[src/rtl/core/battery_coulomb_gauge_defines.svh]
// assertion macros for the battery coulomb gauge
// no dependencies; taken in by the files that carry assertions
`ifndef BATTERY_COULOMB_GAUGE_DEFINES_SVH
`define BATTERY_COULOMB_GAUGE_DEFINES_SVH

// same-cycle implication, checked on the rising edge of clk outside reset
`define BCG_ASSERT_IMP(name, ante, cons, msg) \
  name: assert property (@(posedge clk) disable iff (rst) (ante) |-> (cons)) \
    else $error(msg);

// next-cycle implication, checked on the rising edge of clk outside reset
`define BCG_ASSERT_NXT(name, ante, cons, msg) \
  name: assert property (@(posedge clk) disable iff (rst) (ante) |=> (cons)) \
    else $error(msg);

`endif

[src/rtl/core/bcg_pkg.sv]
// shared constants, types and state codes of the battery coulomb gauge
// no dependencies; used by bcg_mul, bcg_div and battery_coulomb_gauge
package bcg_pkg;

  // energy accumulator width (40 to 64)
  localparam int ENERGY_BITS = 48;

  // field widths
  localparam int RATED_W    = 20;
  localparam int THR_W      = 10;
  localparam int DRAW_W     = 10;
  localparam int CUR_W      = 16;
  localparam int VOLT_W     = 16;
  localparam int EVENT_W    = 3;
  localparam int SOC_W      = 7;
  localparam int HEALTH_W   = 8;
  localparam int CYCLE_W    = 32;
  localparam int OUT_E_W    = 48;
  localparam int CFG_IDX_W  = 2;
  localparam int CFG_DATA_W = 20;

  localparam int IN_TDATA_W  = 40;
  localparam int OUT_TDATA_W = 144;

  // energy units per mWh
  localparam int UNITS_W = 29;
  localparam logic [UNITS_W-1:0] UNITS_PER_MWH = 29'd360000000;
  localparam int DEN_W = RATED_W + UNITS_W;

  // per-tick energy: |x| * factor, then times voltage
  localparam int MAG_W   = 16;
  localparam int FACT_W  = 6;
  localparam int M_W     = 21;
  localparam int DELTA_W = M_W + VOLT_W;
  localparam logic [FACT_W-1:0] CHG_FACT = 6'd49;
  localparam logic [FACT_W-1:0] DIS_FACT = 6'd50;

  // serial multiplier and divider sizes
  localparam int PCT_W   = 7;
  localparam logic [PCT_W-1:0] PCT_SCALE = 7'd100;
  localparam int PROD_W  = (ENERGY_BITS + PCT_W > DEN_W) ? ENERGY_BITS + PCT_W : DEN_W;
  localparam int MUL_A_W = ENERGY_BITS;
  localparam int MUL_B_W = RATED_W;
  localparam int STEP_W  = $clog2(MUL_B_W + 1);
  localparam int DIVD_W  = (ENERGY_BITS > DEN_W) ? ENERGY_BITS : DEN_W;
  localparam int QUOT_W  = 8;
  localparam int DCNT_W  = $clog2(QUOT_W + 1);

  localparam logic [STEP_W-1:0] STEPS_VOLT  = STEP_W'(VOLT_W);
  localparam logic [STEP_W-1:0] STEPS_PCT   = STEP_W'(PCT_W);
  localparam logic [STEP_W-1:0] STEPS_RATED = STEP_W'(RATED_W);

  // register indexes and reset values
  localparam logic [CFG_IDX_W-1:0] REG_RATED = 2'd0;
  localparam logic [CFG_IDX_W-1:0] REG_THR   = 2'd1;
  localparam logic [CFG_IDX_W-1:0] REG_DRAW  = 2'd2;
  localparam logic [RATED_W-1:0] RATED_RESET = 20'd181300;
  localparam logic [THR_W-1:0]   THR_RESET   = 10'd13;
  localparam logic [DRAW_W-1:0]  DRAW_RESET  = 10'd20;

  // battery events that change state
  localparam logic [EVENT_W-1:0] EV_FULL  = 3'd1;
  localparam logic [EVENT_W-1:0] EV_EMPTY = 3'd2;

  // sequencer states
  typedef enum logic [3:0] {
    S_IDLE,
    S_PREP,
    S_MDELTA,
    S_ACC,
    S_PEAK,
    S_MPEAK,
    S_MDEN,
    S_DHEALTH,
    S_MSOC,
    S_DSOC,
    S_DONE
  } state_t;

  // multiplier launch control
  typedef struct packed {
    logic              start;
    logic [STEP_W-1:0] steps;
  } mul_ctl_t;

endpackage

[src/rtl/core/battery_coulomb_gauge.sv]
// Coulomb-counting fuel gauge: each accepted request is one 500 ms tick
// (current, voltage, event) and gives exactly one result (soc, health,
// cycle percent, remaining and peak energy before the event). One tick is
// worked on at a time; ready returns once its result has been loaded into
// the output register, and the done state holds while the previous result
// is not yet taken. A tick passes the prep, accumulate, peak and done states,
// the shared bit-serial multiplier (16, 7, 20 and 7 steps for the tick energy,
// 100 * peak, rated * 360000000 and 100 * remaining) and the serial divider
// (two runs of 8 steps for health and soc). A division whose quotient
// saturates (health at 255, or soc with a zero peak) ends right after its
// launch, without its serial steps. A new tick is taken while the previous
// result still waits on the output. Configuration writes are taken at any
// time and must only be made while no tick is in flight. Energy is in units
// of 1/360000000 mWh.
// depends on bcg_pkg, bcg_mul, bcg_div and battery_coulomb_gauge_defines.svh
module battery_coulomb_gauge (
  input  logic                                clk,
  input  logic                                rst,
  // tdata: current_ma [15:0], voltage_mv [31:16], battery_event [34:32]
  input  logic                                s_axis_tvalid,
  output logic                                s_axis_tready,
  input  logic [bcg_pkg::IN_TDATA_W-1:0]      s_axis_tdata,
  // tdata: soc_percent [6:0], health_percent [14:7], cycle_percent [46:15],
  //        energy_left [94:47], peak_energy [142:95]
  output logic                                m_axis_tvalid,
  input  logic                                m_axis_tready,
  output logic [bcg_pkg::OUT_TDATA_W-1:0]     m_axis_tdata,
  input  logic                                cfg_valid,
  output logic                                cfg_ready,
  input  logic [bcg_pkg::CFG_IDX_W-1:0]       cfg_index,
  input  logic [bcg_pkg::CFG_DATA_W-1:0]      cfg_data
);
  import bcg_pkg::*;
`include "battery_coulomb_gauge_defines.svh"

  state_t state, state_next;
  logic   launch;

  // configuration
  logic [RATED_W-1:0] rated;
  logic [THR_W-1:0]   thr;
  logic [DRAW_W-1:0]  draw;

  // captured request
  logic [CUR_W-1:0]   cur;
  logic [VOLT_W-1:0]  volt;
  logic [EVENT_W-1:0] event_code;

  // gauge state
  logic [ENERGY_BITS-1:0] acc;
  logic [ENERGY_BITS-1:0] peak;
  logic [CYCLE_W-1:0]     cycle;
  logic [SOC_W-1:0]       last_soc;

  // working registers
  logic [M_W-1:0]      m;
  logic                neg;
  logic [PROD_W-1:0]   npct;
  logic [HEALTH_W-1:0] health_pct;
  logic [SOC_W-1:0]    soc_pct;

  // shared units
  mul_ctl_t            mul_ctl;
  logic [MUL_A_W-1:0]  mul_a;
  logic [MUL_B_W-1:0]  mul_b;
  logic                mul_done;
  logic [PROD_W-1:0]   mul_prod;
  logic                div_start;
  logic [PROD_W-1:0]   div_num;
  logic [DIVD_W-1:0]   div_den;
  logic                div_done;
  logic [QUOT_W-1:0]   div_quot;

  // combinational datapath
  logic                    in_take;
  logic                    out_free;
  logic                    out_load;
  logic signed [CUR_W:0]   cur_x;
  logic signed [CUR_W:0]   thr_x;
  logic signed [CUR_W:0]   draw_x;
  logic signed [CUR_W:0]   x_val;
  logic signed [CUR_W:0]   mag_x;
  logic                    gt;
  logic                    lt;
  logic [FACT_W-1:0]       fact;
  logic [MAG_W+FACT_W-1:0] mf;
  logic [DELTA_W-1:0]      delta;
  logic [ENERGY_BITS:0]    sum;
  logic [ENERGY_BITS:0]    diff;
  logic [ENERGY_BITS-1:0]  acc_new;
  logic [CYCLE_W-1:0]      cycle_new;

  bcg_mul u_mul (
    .clk  (clk),
    .rst  (rst),
    .ctl  (mul_ctl),
    .a    (mul_a),
    .b    (mul_b),
    .done (mul_done),
    .prod (mul_prod)
  );

  bcg_div u_div (
    .clk   (clk),
    .rst   (rst),
    .start (div_start),
    .num   (div_num),
    .den   (div_den),
    .done  (div_done),
    .quot  (div_quot)
  );

  assign in_take   = s_axis_tvalid && s_axis_tready;
  assign out_free  = !m_axis_tvalid || m_axis_tready;
  assign cfg_ready = 1'b1;

  // tick energy operand: sign and |x| * factor
  assign cur_x  = {cur[CUR_W-1], cur};
  assign thr_x  = {{(CUR_W + 1 - THR_W){1'b0}}, thr};
  assign draw_x = {{(CUR_W + 1 - DRAW_W){1'b0}}, draw};
  assign gt     = cur_x > thr_x;
  assign lt     = cur_x < thr_x;
  assign x_val  = gt ? cur_x : (lt ? cur_x - draw_x : -draw_x);
  assign mag_x  = x_val[CUR_W] ? -x_val : x_val;
  assign fact   = gt ? CHG_FACT : DIS_FACT;
  assign mf     = (MAG_W + FACT_W)'(mag_x[MAG_W-1:0]) * (MAG_W + FACT_W)'(fact);

  // accumulate with clamp at zero and saturation at the top
  assign delta   = mul_prod[DELTA_W-1:0];
  assign sum     = {1'b0, acc} + (ENERGY_BITS + 1)'(delta);
  assign diff    = {1'b0, acc} - (ENERGY_BITS + 1)'(delta);
  assign acc_new = neg ? (diff[ENERGY_BITS] ? '0 : diff[ENERGY_BITS-1:0])
                       : (sum[ENERGY_BITS] ? '1 : sum[ENERGY_BITS-1:0]);

  // soc drops add to the cycle count
  assign cycle_new = (soc_pct < last_soc) ? cycle + CYCLE_W'(last_soc - soc_pct) : cycle;

  // next state
  always_comb begin
    state_next = state;
    case (state)
      S_IDLE:    if (s_axis_tvalid) state_next = S_PREP;
      S_PREP:    state_next = S_MDELTA;
      S_MDELTA:  if (mul_done) state_next = S_ACC;
      S_ACC:     state_next = S_PEAK;
      S_PEAK:    state_next = S_MPEAK;
      S_MPEAK:   if (mul_done) state_next = S_MDEN;
      S_MDEN:    if (mul_done) state_next = S_DHEALTH;
      S_DHEALTH: if (div_done) state_next = S_MSOC;
      S_MSOC:    if (mul_done) state_next = S_DSOC;
      S_DSOC:    if (div_done) state_next = S_DONE;
      S_DONE:    if (out_free) state_next = S_IDLE;
      default:   state_next = S_IDLE;
    endcase
  end

  // sequencer outputs and unit operands
  always_comb begin
    s_axis_tready = 1'b0;
    out_load      = 1'b0;
    mul_ctl       = '0;
    mul_a         = '0;
    mul_b         = '0;
    div_start     = 1'b0;
    div_num       = '0;
    div_den       = '0;
    case (state)
      S_IDLE: begin
        s_axis_tready = 1'b1;
      end
      S_MDELTA: begin
        mul_ctl.start = launch;
        mul_ctl.steps = STEPS_VOLT;
        mul_a         = MUL_A_W'(m);
        mul_b         = MUL_B_W'(volt);
      end
      S_MPEAK: begin
        mul_ctl.start = launch;
        mul_ctl.steps = STEPS_PCT;
        mul_a         = MUL_A_W'(peak);
        mul_b         = MUL_B_W'(PCT_SCALE);
      end
      S_MDEN: begin
        mul_ctl.start = launch;
        mul_ctl.steps = STEPS_RATED;
        mul_a         = MUL_A_W'(UNITS_PER_MWH);
        mul_b         = rated;
      end
      S_DHEALTH: begin
        div_start = launch;
        div_num   = npct;
        div_den   = DIVD_W'(mul_prod);
      end
      S_MSOC: begin
        mul_ctl.start = launch;
        mul_ctl.steps = STEPS_PCT;
        mul_a         = MUL_A_W'(acc);
        mul_b         = MUL_B_W'(PCT_SCALE);
      end
      S_DSOC: begin
        div_start = launch;
        div_num   = mul_prod;
        div_den   = DIVD_W'(peak);
      end
      S_DONE: begin
        out_load = out_free;
      end
      default: begin
        s_axis_tready = 1'b0;
      end
    endcase
  end

  // state register; launch marks the first cycle in a state
  always_ff @(posedge clk) begin
    if (rst) begin
      state  <= S_IDLE;
      launch <= 1'b0;
    end else begin
      state  <= state_next;
      launch <= (state_next != state);
    end
  end

  // configuration registers
  always_ff @(posedge clk) begin
    if (rst) begin
      rated <= RATED_RESET;
      thr   <= THR_RESET;
      draw  <= DRAW_RESET;
    end else if (cfg_valid && cfg_ready) begin
      case (cfg_index)
        REG_RATED: rated <= cfg_data;
        REG_THR:   thr   <= cfg_data[THR_W-1:0];
        REG_DRAW:  draw  <= cfg_data[DRAW_W-1:0];
        default:   rated <= rated;
      endcase
    end
  end

  // request capture and working registers
  always_ff @(posedge clk) begin
    if (in_take) begin
      cur        <= s_axis_tdata[CUR_W-1:0];
      volt       <= s_axis_tdata[CUR_W+VOLT_W-1:CUR_W];
      event_code <= s_axis_tdata[CUR_W+VOLT_W+EVENT_W-1:CUR_W+VOLT_W];
    end
    if (state == S_PREP) begin
      m   <= mf[M_W-1:0];
      neg <= x_val[CUR_W];
    end
    if (state == S_MPEAK && mul_done) begin
      npct <= mul_prod;
    end
    if (state == S_DHEALTH && div_done) begin
      health_pct <= div_quot;
    end
    if (state == S_DSOC && div_done) begin
      soc_pct <= (peak == '0) ? '0 : div_quot[SOC_W-1:0];
    end
  end

  // gauge state: energy, peak, cycle count, previous soc, events
  always_ff @(posedge clk) begin
    if (rst) begin
      acc      <= '0;
      peak     <= '0;
      cycle    <= '0;
      last_soc <= '0;
    end else begin
      if (state == S_ACC) begin
        acc <= acc_new;
      end
      if (state == S_PEAK && acc > peak) begin
        peak <= acc;
      end
      if (out_load) begin
        cycle    <= cycle_new;
        last_soc <= soc_pct;
        if (event_code == EV_FULL) begin
          peak <= acc;
        end else if (event_code == EV_EMPTY) begin
          acc <= '0;
        end
      end
    end
  end

  // output register
  always_ff @(posedge clk) begin
    if (out_load) begin
      m_axis_tdata <= {1'b0, OUT_E_W'(peak), OUT_E_W'(acc), cycle_new,
                       health_pct, soc_pct};
    end
  end

  always_ff @(posedge clk) begin
    if (rst) begin
      m_axis_tvalid <= 1'b0;
    end else if (out_load) begin
      m_axis_tvalid <= 1'b1;
    end else if (m_axis_tready) begin
      m_axis_tvalid <= 1'b0;
    end
  end

  // checks
  `BCG_ASSERT_NXT(a_take_starts, in_take, state == S_PREP, "accepted tick did not start")
  `BCG_ASSERT_IMP(a_peak_bound, state == S_IDLE, acc <= peak, "remaining above peak at idle")
  `BCG_ASSERT_IMP(a_soc_range, m_axis_tvalid, m_axis_tdata[SOC_W-1:0] <= PCT_SCALE,
                  "soc above 100")
  `BCG_ASSERT_IMP(a_mul_owner, mul_done,
                  state == S_MDELTA || state == S_MPEAK || state == S_MDEN || state == S_MSOC,
                  "multiplier finished outside a multiply step")

endmodule

[src/rtl/core/bcg_mul.sv]
// bit-serial shift-add multiplier, one multiplier bit per cycle, lsb first
// depends on bcg_pkg
module bcg_mul (
  input  logic                          clk,
  input  logic                          rst,
  input  bcg_pkg::mul_ctl_t             ctl,
  input  logic [bcg_pkg::MUL_A_W-1:0]   a,
  input  logic [bcg_pkg::MUL_B_W-1:0]   b,
  output logic                          done,
  output logic [bcg_pkg::PROD_W-1:0]    prod
);
  import bcg_pkg::*;

  logic              busy;
  logic [STEP_W-1:0] cnt;
  logic [PROD_W-1:0] a_sh;
  logic [MUL_B_W-1:0] b_sh;

  // step counter and completion pulse
  always_ff @(posedge clk) begin
    if (rst) begin
      busy <= 1'b0;
      done <= 1'b0;
      cnt  <= '0;
    end else begin
      done <= 1'b0;
      if (ctl.start) begin
        busy <= 1'b1;
        cnt  <= ctl.steps;
      end else if (busy) begin
        cnt <= cnt - 1'b1;
        if (cnt == STEP_W'(1)) begin
          busy <= 1'b0;
          done <= 1'b1;
        end
      end
    end
  end

  // shift-add datapath
  always_ff @(posedge clk) begin
    if (ctl.start) begin
      a_sh <= PROD_W'(a);
      b_sh <= b;
      prod <= '0;
    end else if (busy) begin
      if (b_sh[0]) begin
        prod <= prod + a_sh;
      end
      a_sh <= a_sh << 1;
      b_sh <= b_sh >> 1;
    end
  end

endmodule

[src/rtl/core/bcg_div.sv]
// restoring divider giving an 8 bit quotient, one quotient bit per cycle
// saturates to all ones when the quotient does not fit; depends on bcg_pkg
module bcg_div (
  input  logic                         clk,
  input  logic                         rst,
  input  logic                         start,
  input  logic [bcg_pkg::PROD_W-1:0]   num,
  input  logic [bcg_pkg::DIVD_W-1:0]   den,
  output logic                         done,
  output logic [bcg_pkg::QUOT_W-1:0]   quot
);
  import bcg_pkg::*;

  localparam int DW = DIVD_W + QUOT_W;

  logic              busy;
  logic [DCNT_W-1:0] cnt;
  logic [DW-1:0]     rem;
  logic [DW-1:0]     dsh;
  logic              ovf;
  logic              fits;

  // quotient would reach 2^QUOT_W
  assign ovf  = DW'(num) >= {den, {QUOT_W{1'b0}}};
  assign fits = rem >= dsh;

  // control: counter, busy and done pulse
  always_ff @(posedge clk) begin
    if (rst) begin
      busy <= 1'b0;
      done <= 1'b0;
      cnt  <= '0;
    end else begin
      done <= 1'b0;
      if (start) begin
        busy <= !ovf;
        done <= ovf;
        cnt  <= DCNT_W'(QUOT_W);
      end else if (busy) begin
        cnt <= cnt - 1'b1;
        if (cnt == DCNT_W'(1)) begin
          busy <= 1'b0;
          done <= 1'b1;
        end
      end
    end
  end

  // trial subtract and quotient shift
  always_ff @(posedge clk) begin
    if (start) begin
      rem  <= DW'(num);
      dsh  <= DW'({den, {(QUOT_W - 1){1'b0}}});
      quot <= ovf ? '1 : '0;
    end else if (busy) begin
      if (fits) begin
        rem <= rem - dsh;
      end
      quot <= {quot[QUOT_W-2:0], fits};
      dsh  <= dsh >> 1;
    end
  end

endmodule

[config.mk]
export PLATFORM = sky130hd
export DESIGN_NAME = battery_coulomb_gauge
export DESIGN_NICKNAME = d
export VERILOG_FILES = /design/src/rtl/core/bcg_pkg.sv /design/src/rtl/core/battery_coulomb_gauge.sv /design/src/rtl/core/bcg_mul.sv /design/src/rtl/core/bcg_div.sv
export VERILOG_INCLUDE_DIRS = /design/src /design/src/rtl/core
export SDC_FILE = /design/constraint.sdc
export NUM_CORES = 2
export LEC_CHECK = 0
export BUFFER_PORTS_ARGS = -buffer_cell sky130_fd_sc_hd__buf_2
export CORE_MARGIN = 2
export CORE_UTILIZATION = 63
export CTS_CLUSTER_DIAMETER = 120
export DETAILED_ROUTE_END_ITERATION = 16
export PLACE_DENSITY = 0.9
export SLEW_MARGIN = 40
export SYNTH_ARGS = -nofsm -noshare
export SYNTH_HDL_FRONTEND = slang
export SYNTH_SLANG_ARGS = --single-unit
[constraint.sdc]
create_clock -name clk -period 8 [get_ports clk]
set_input_delay 1.6 -clock clk [delete_from_list [all_inputs] [get_ports clk]]
set_output_delay 1.6 -clock clk [all_outputs]
set_load 0.02 [all_outputs]
## After elaboration in Yosys (flattened, before gate mapping)

Cells that the tools add are included.

- Memory bits (writable): 0
- Flip-flop bits (word level): 715
- Input port bits: 67
- Bits in latches: 0
- Bits in read-only memories: 0
- Memories kept: 0
- Output and inout port bits: 147
- Word-level logic and storage cells: 156

- Multiply operators: 1
- Order comparisons: 6
- Multiplexer cells: 60
- $add $sub $neg: 11
- Shifts and indexed selects: 0
- Div/mod/pow operators: 0
- Reductions and logical operators: 25
- Bitwise operators: 1
- Eq/ne operators: 17

Operators with widths:

| operator | count |
|---|---|
| $mux W48 | 12 |
| $pmux W48 S4 | 1 |
| $mux W55 | 3 |
| $mux W56 | 2 |
| $pmux W55 S2 | 1 |
| $pmux W49 S2 | 1 |
| $pmux W20 S3 | 1 |
| $ge A55 B57 Y1 | 1 |
| $ge A57 B56 Y1 | 1 |
| $sub A57 B56 Y57 | 1 |
| $add A55 B55 Y55 | 1 |
| $add A48 B37 Y49 | 1 |
| $sub A48 B37 Y49 | 1 |
| $gt A48 B48 Y1 | 1 |
| $logic_not A48 Y1 | 1 |
| $pmux W4 S11 | 1 |
| $mux W20 | 2 |
| $mux W4 | 10 |
| $mux W17 | 2 |
| $add A32 B32 Y32 | 1 |
| $mux W32 | 1 |
| $mux W8 | 3 |
| $mul A16 B6 Y21 | 1 |
| $pmux W6 S3 | 1 |
| 33 further kinds | 70 |

## Logic depth before layout (Yosys ltp)

- Depth in word-level cells: 7
- Mapped depth: 34
- Gate-level depth less buffers: 33

## Hierarchy

Synthesis repeated with hierarchy kept, for this count alone.

- Cells, all modules: 5169
- Area, all modules: 47540.6 um2

Modules (own cells, without submodules):

| module | cells an instance | area an instance (um2) | times used | sequential area each (um2) |
|---|---|---|---|---|
| battery_coulomb_gauge | 3074 | 28880.2 | 1 | 11731.3 |
| bcg_div | 1191 | 10039.6 | 1 | 3663.5 |
| bcg_mul | 904 | 8620.8 | 1 | 3423.3 |

## Worst setup path after synthesis

Ideal clock, no wire load.

- Path kind: input to register
- Start: input port m_axis_tready
- End: register m_axis_tdata[0] in the netlist's numbering (enable)
- Slack: 1.261 ns
- Setup time: 0.563 ns
- Required time: 7.437 ns
- Buffers on the path: 1
- Cell stages on the path: 4
- Arrival time: 6.176 ns
- Cell sequence: nand2b_1 > nand3_1 > clkinv_1 > clkbuf_1

- Cells in the longest elaborated chain, start to end: 2

Ends and longest elaborated chain:

| element | line | RTL |
|---|---|---|
| start: declaration | battery_coulomb_gauge.sv:26 | `input logic m_axis_tready,` |
| $logic_or A1 B1 Y1 | battery_coulomb_gauge.sv:114 | `assign out_free = !m_axis_tvalid \|\| m_axis_tready;` |
| $mux W1 | battery_coulomb_gauge.sv:167 | `case (state)` |
| named net out_load | battery_coulomb_gauge.sv:77 | `logic out_load;` |
| end signal: assignment | battery_coulomb_gauge.sv:292 | `m_axis_tdata <= {1'b0, OUT_E_W'(peak), OUT_E_W'(acc), cycle_new,` |
| end: declaration | battery_coulomb_gauge.sv:27 | `output logic [bcg_pkg::OUT_TDATA_W-1:0] m_axis_tdata,` |

The timed path passes the listed nets, and every way through them passes these cells.
A chain may end at the register's enable or synchronous reset.

## Final worst setup path

- Start: register cur[5]
- End: register m[19], data pin

- Cells in the longest elaborated chain, start to end: 6
- Elaborated cells on any way between the ends: 9
- Classes of those cells: 2 x add/sub; 1 x mul; 2 x order compare; 4 x mux

Ends and longest elaborated chain:

| element | line | RTL |
|---|---|---|
| start: declaration | battery_coulomb_gauge.sv:45 | `logic [CUR_W-1:0] cur;` |
| start signal: assignment | battery_coulomb_gauge.sv:244 | `cur <= s_axis_tdata[CUR_W-1:0];` |
| $sub A16 B11 Y17 / $lt A16 B11 Y1 (equally long branches) | battery_coulomb_gauge.sv:123, battery_coulomb_gauge.sv:122 |  |
| $mux W17 (2 in series) | battery_coulomb_gauge.sv:123 | `assign x_val = gt ? cur_x : (lt ? cur_x - draw_x : -draw_x);` |
| $neg A16 Y16 | battery_coulomb_gauge.sv:124 | `assign mag_x = x_val[CUR_W] ? -x_val : x_val;` |
| $mux W16 | battery_coulomb_gauge.sv:124 |  |
| $mul A16 B6 Y21 * | battery_coulomb_gauge.sv:126 | `assign mf = (MAG_W + FACT_W)'(mag_x[MAG_W-1:0]) * (MAG_W + FACT_W)'(fact);` |
| named net mf[19] | battery_coulomb_gauge.sv:86 | `logic [MAG_W+FACT_W-1:0] mf;` |
| end signal: assignment | battery_coulomb_gauge.sv:249 | `m <= mf[M_W-1:0];` |
| end: declaration | battery_coulomb_gauge.sv:56 | `logic [M_W-1:0] m;` |

Mark *: on every way through the listed nets, which the timed path passes. The rest lies on a longest branch.

==> flow_summary_export.csv <==
group,metric,value,unit
placed_design,port_buffers,206,
run_status,status,"completed",
clock_tree,clk_pin_slew,0.06,ns
route,wl_per_cell,22.4,um
clock_tree,clockBufferDepth,3,
sta,setup_viol,0,
floorplanning,ios,214,
flow_run,drv_cap,0,
worst_setup_path,crit_slowest_cell,"a221oi_2",
layout,drive_gt1_share,9.82,%
sta,whs,0.428,ns
logic_synthesis,synthFlopType,"edfxtp_1",
sta,timing.final.crit_share,95.0,%
clock_tree,clock-sinks,715,
global_routing,groute.usage.overall,35.8,%
worst_setup_path,end_kind,"flop",
logic_synthesis,synth.area.top_cells,"edfxtp_1, dfxtp_1, ha_1",
logic_synthesis,synth.most_common_cell,"nor2_1",
floorplanning,coreArea,71700,um2
clock_tree,cts_tree,"built",
route,viasPerCell,6.61,
layout,multi_input_area,25000,um2
floorplanning,fp.dieArea,74800,um2
logic_synthesis,syn_area,45800,um2
placed_design,place_congestion,0.980,
route,dr_total_vias,40325,
worst_setup_path,crit_type,"reg2reg",
logic_synthesis,synth_seq_cells,715,
layout,regArea,18800,um2
sta,slew_headroom,36.2,%
clock_tree,cts_root_buf,"clkbuf_16",
layout,area_growth,10.2,%
sta,drv_slew,0,
floorplanning,die_width,273,um
sta,worst_slew_pin_slew,0.948,ns
worst_setup_path,worstPathArrival,7.97,ns
floorplanning,die_h,273,um
worst_setup_path,crit_fanout,6,
route,drt_wl_total,137000,um
sta,fin_skew,0.0284,ns
worst_setup_path,path_buf_inv,1,
logic_synthesis,synth_warnings,0,
layout,fillers,5174,
power_and_ir_drop,p_leak,20.7,nW
logic_synthesis,synth_cell_type_count,91,
power_and_ir_drop,peakVddDrop,0.215,mV
clock_tree,clock_latency,0.65,ns
route,postRouteAntennaNets,0,
global_routing,antenna_found_initial,3,
logic_synthesis,ys_async_sr_fraction,0,%
worst_setup_path,slowest_delay,0.62,ns
floorplanning,initial_core_util,63.8,%
logic_synthesis,syn_inst,4983,
sta,hold_viol,0,
worst_setup_path,start_kind,"flop",
logic_synthesis,synth_top_area_share,29.5,%
sta,clock.fmax,132,MHz
power_and_ir_drop,p_per_area,271,nW/um2
worst_setup_path,crit_family,"compound AO/OA/AOI/OAI gates",
global_routing,overflow,0,
logic_synthesis,syn_area_per_cell,9.18,um2
route,firstDrtPassIters,6,
global_routing,grt_pass1_vias,39163,
sta,grt_setup_unrepaired,"no",
hold_path,hold_path.class,"reg2reg",
clock_tree,numCtsBuffers,77,
logic_synthesis,synth_common_cells,"nor2_1, edfxtp_1, a21oi_1, nand2_1, ha_1",
sta,setup_tns,0,ns
clock_tree,cts_max_level,3,
logic_synthesis,yosysSeqAreaShare,41.1,%
route,drt_iter0_markers,4625,
route,drc,0,
power_and_ir_drop,power.total,13.7,mW
logic_synthesis,synth_largest_area_cell,"edfxtp_1",
sta,period_needed,7.60,ns
placed_design,dpl.hpwl,97200,um
logic_synthesis,synth_edf_count,450,
floorplanning,rows,98,
layout,final_nets,5574,
global_routing,grt_max_degree,93,
worst_setup_path,cp.required,8.37,ns
global_routing,grt_pass1_wl,212000,um
what timing repair did:
action	4_1_cts	5_1_grt
endpoints found under the hold margin	0	0
hold buffers	0	0
endpoints found under the setup margin	0	2
gates resized for setup	0	3
buffers inserted	0	0
stage by stage:
step                setup slack, ns  util (%)  instance area (um2)  cells
global placement              0.846      66.3                47500   5944
floorplan                      1.26         -                45800   4990
global route                 0.0221      70.3                50400   6095
detailed placement            0.533      66.4                47600   5949
finish                        0.401      70.3                50400   6096
CTS                           0.423      70.1                50300   6092
cell usage in the layout, fill, tap and decap left out, types with 32 or more instances in the layout:
| master | count |
|---|---|
| o21ai_0 | 339 |
| nor3_1 | 86 |
| nand2b_1 | 50 |
| inv_1 | 325 |
| edfxtp_1 | 450 |
| xor2_1 | 75 |
| nand3_1 | 128 |
| a21o_1 | 138 |
| o21a_1 | 47 |
| dfxtp_1 | 264 |
| nand4_1 | 51 |
| a211oi_1 | 34 |
| mux2i_1 | 84 |
| a22oi_1 | 66 |
| ha_1 | 395 |
| a31oi_1 | 67 |
| mux2_2 | 35 |
| clkbuf_16 | 83 |
| nor2b_1 | 56 |
| a21oi_1 | 444 |
| a22o_1 | 54 |
| o21bai_1 | 48 |
| xnor2_1 | 107 |
| nor2_1 | 455 |
| buf_4 | 43 |
| nand2_1 | 424 |
| a221oi_1 | 46 |
| nor4_1 | 32 |
| buf_2 | 205 |
worst reg2reg max path: cells and delay by family (launching register included):
kind                     cells  cell delay (ns)
AO/OA/AOI/OAI               12             2.80
XOR/XNOR                     2             0.36
adder cells (fa/ha/maj)      6             1.97
buffers and inverters        1             0.05
flip-flops                   1             0.48
multiplexers                 1             0.53
AND/OR/NAND/NOR              8             1.14
registers in the layout, summed over array words and instances (netlist names), 5 cells and up:
| register | cells |
|---|---|
| thr | 10 |
| rated | 20 |
| u_mul.cnt | 5 |
| soc_pct | 7 |
| m | 21 |
| cur | 16 |
| u_mul.prod | 55 |
| npct | 55 |
| health_pct | 8 |
| u_div.rem | 57 |
| u_div.quot | 8 |
| peak | 48 |
| u_mul.a_sh | 55 |
| u_mul.b_sh | 20 |
| u_div.dsh | 56 |
| m_axis_tdata | 143 |
| cycle | 32 |
| last_soc | 7 |
| volt | 16 |
| acc | 48 |
| draw | 10 |
routing by layer:
metal	track usage (%)	vias to the layer above	wire, um
met5	0	-	30
met4	24.6	4	10700
met3	7.00	647	12400
met2	59.7	2194	63800
met1	41.8	19081	49600
li1	-	18399	-
logic make-up after synthesis:
| family | Yosys count | share of synthesized area, % |
|---|---|---|
| xor+xnor | 182 | 3.48 |
| mux | 119 | 2.70 |
| compound gates | 1499 | 20.9 |
| fa+ha+maj | 426 | 12.2 |
| flops | 715 | 41.1 |
| buf+inv | 575 | 4.77 |
| other cells | 2 | 0.0164 |
| simple gates | 1465 | 14.9 |
cell type report:
type                            count  area share (%)
Antenna cell                        1         0.00496
Clock buffer                      104            4.45
Clock inverter                     39           0.814
Inverter                          329            2.46
Multi-Input combinational cell   3700            49.6
Sequential cell                   715            37.3
Tap cell                          950            2.36
Timing Repair Buffer              258            2.99
power by group:
part           switching, mW  leakage (nW)  internal, mW
logic                   3.04          13.0          1.96
clock network           1.58          1.31          2.18
registers              0.537          6.35          4.34
worst paths after layout:
kind | start | endpoint | slack (ns) | cells after the start
max | cur[5] | m[19] | 0.40 | 30
min | health_pct[0] | m_axis_tdata[7] | 0.43 | 0
max reg2reg | cur[5] | m[19] | 0.40 | 30
min reg2reg | health_pct[0] | m_axis_tdata[7] | 0.43 | 0
Power figures use the tool's default switching activity.
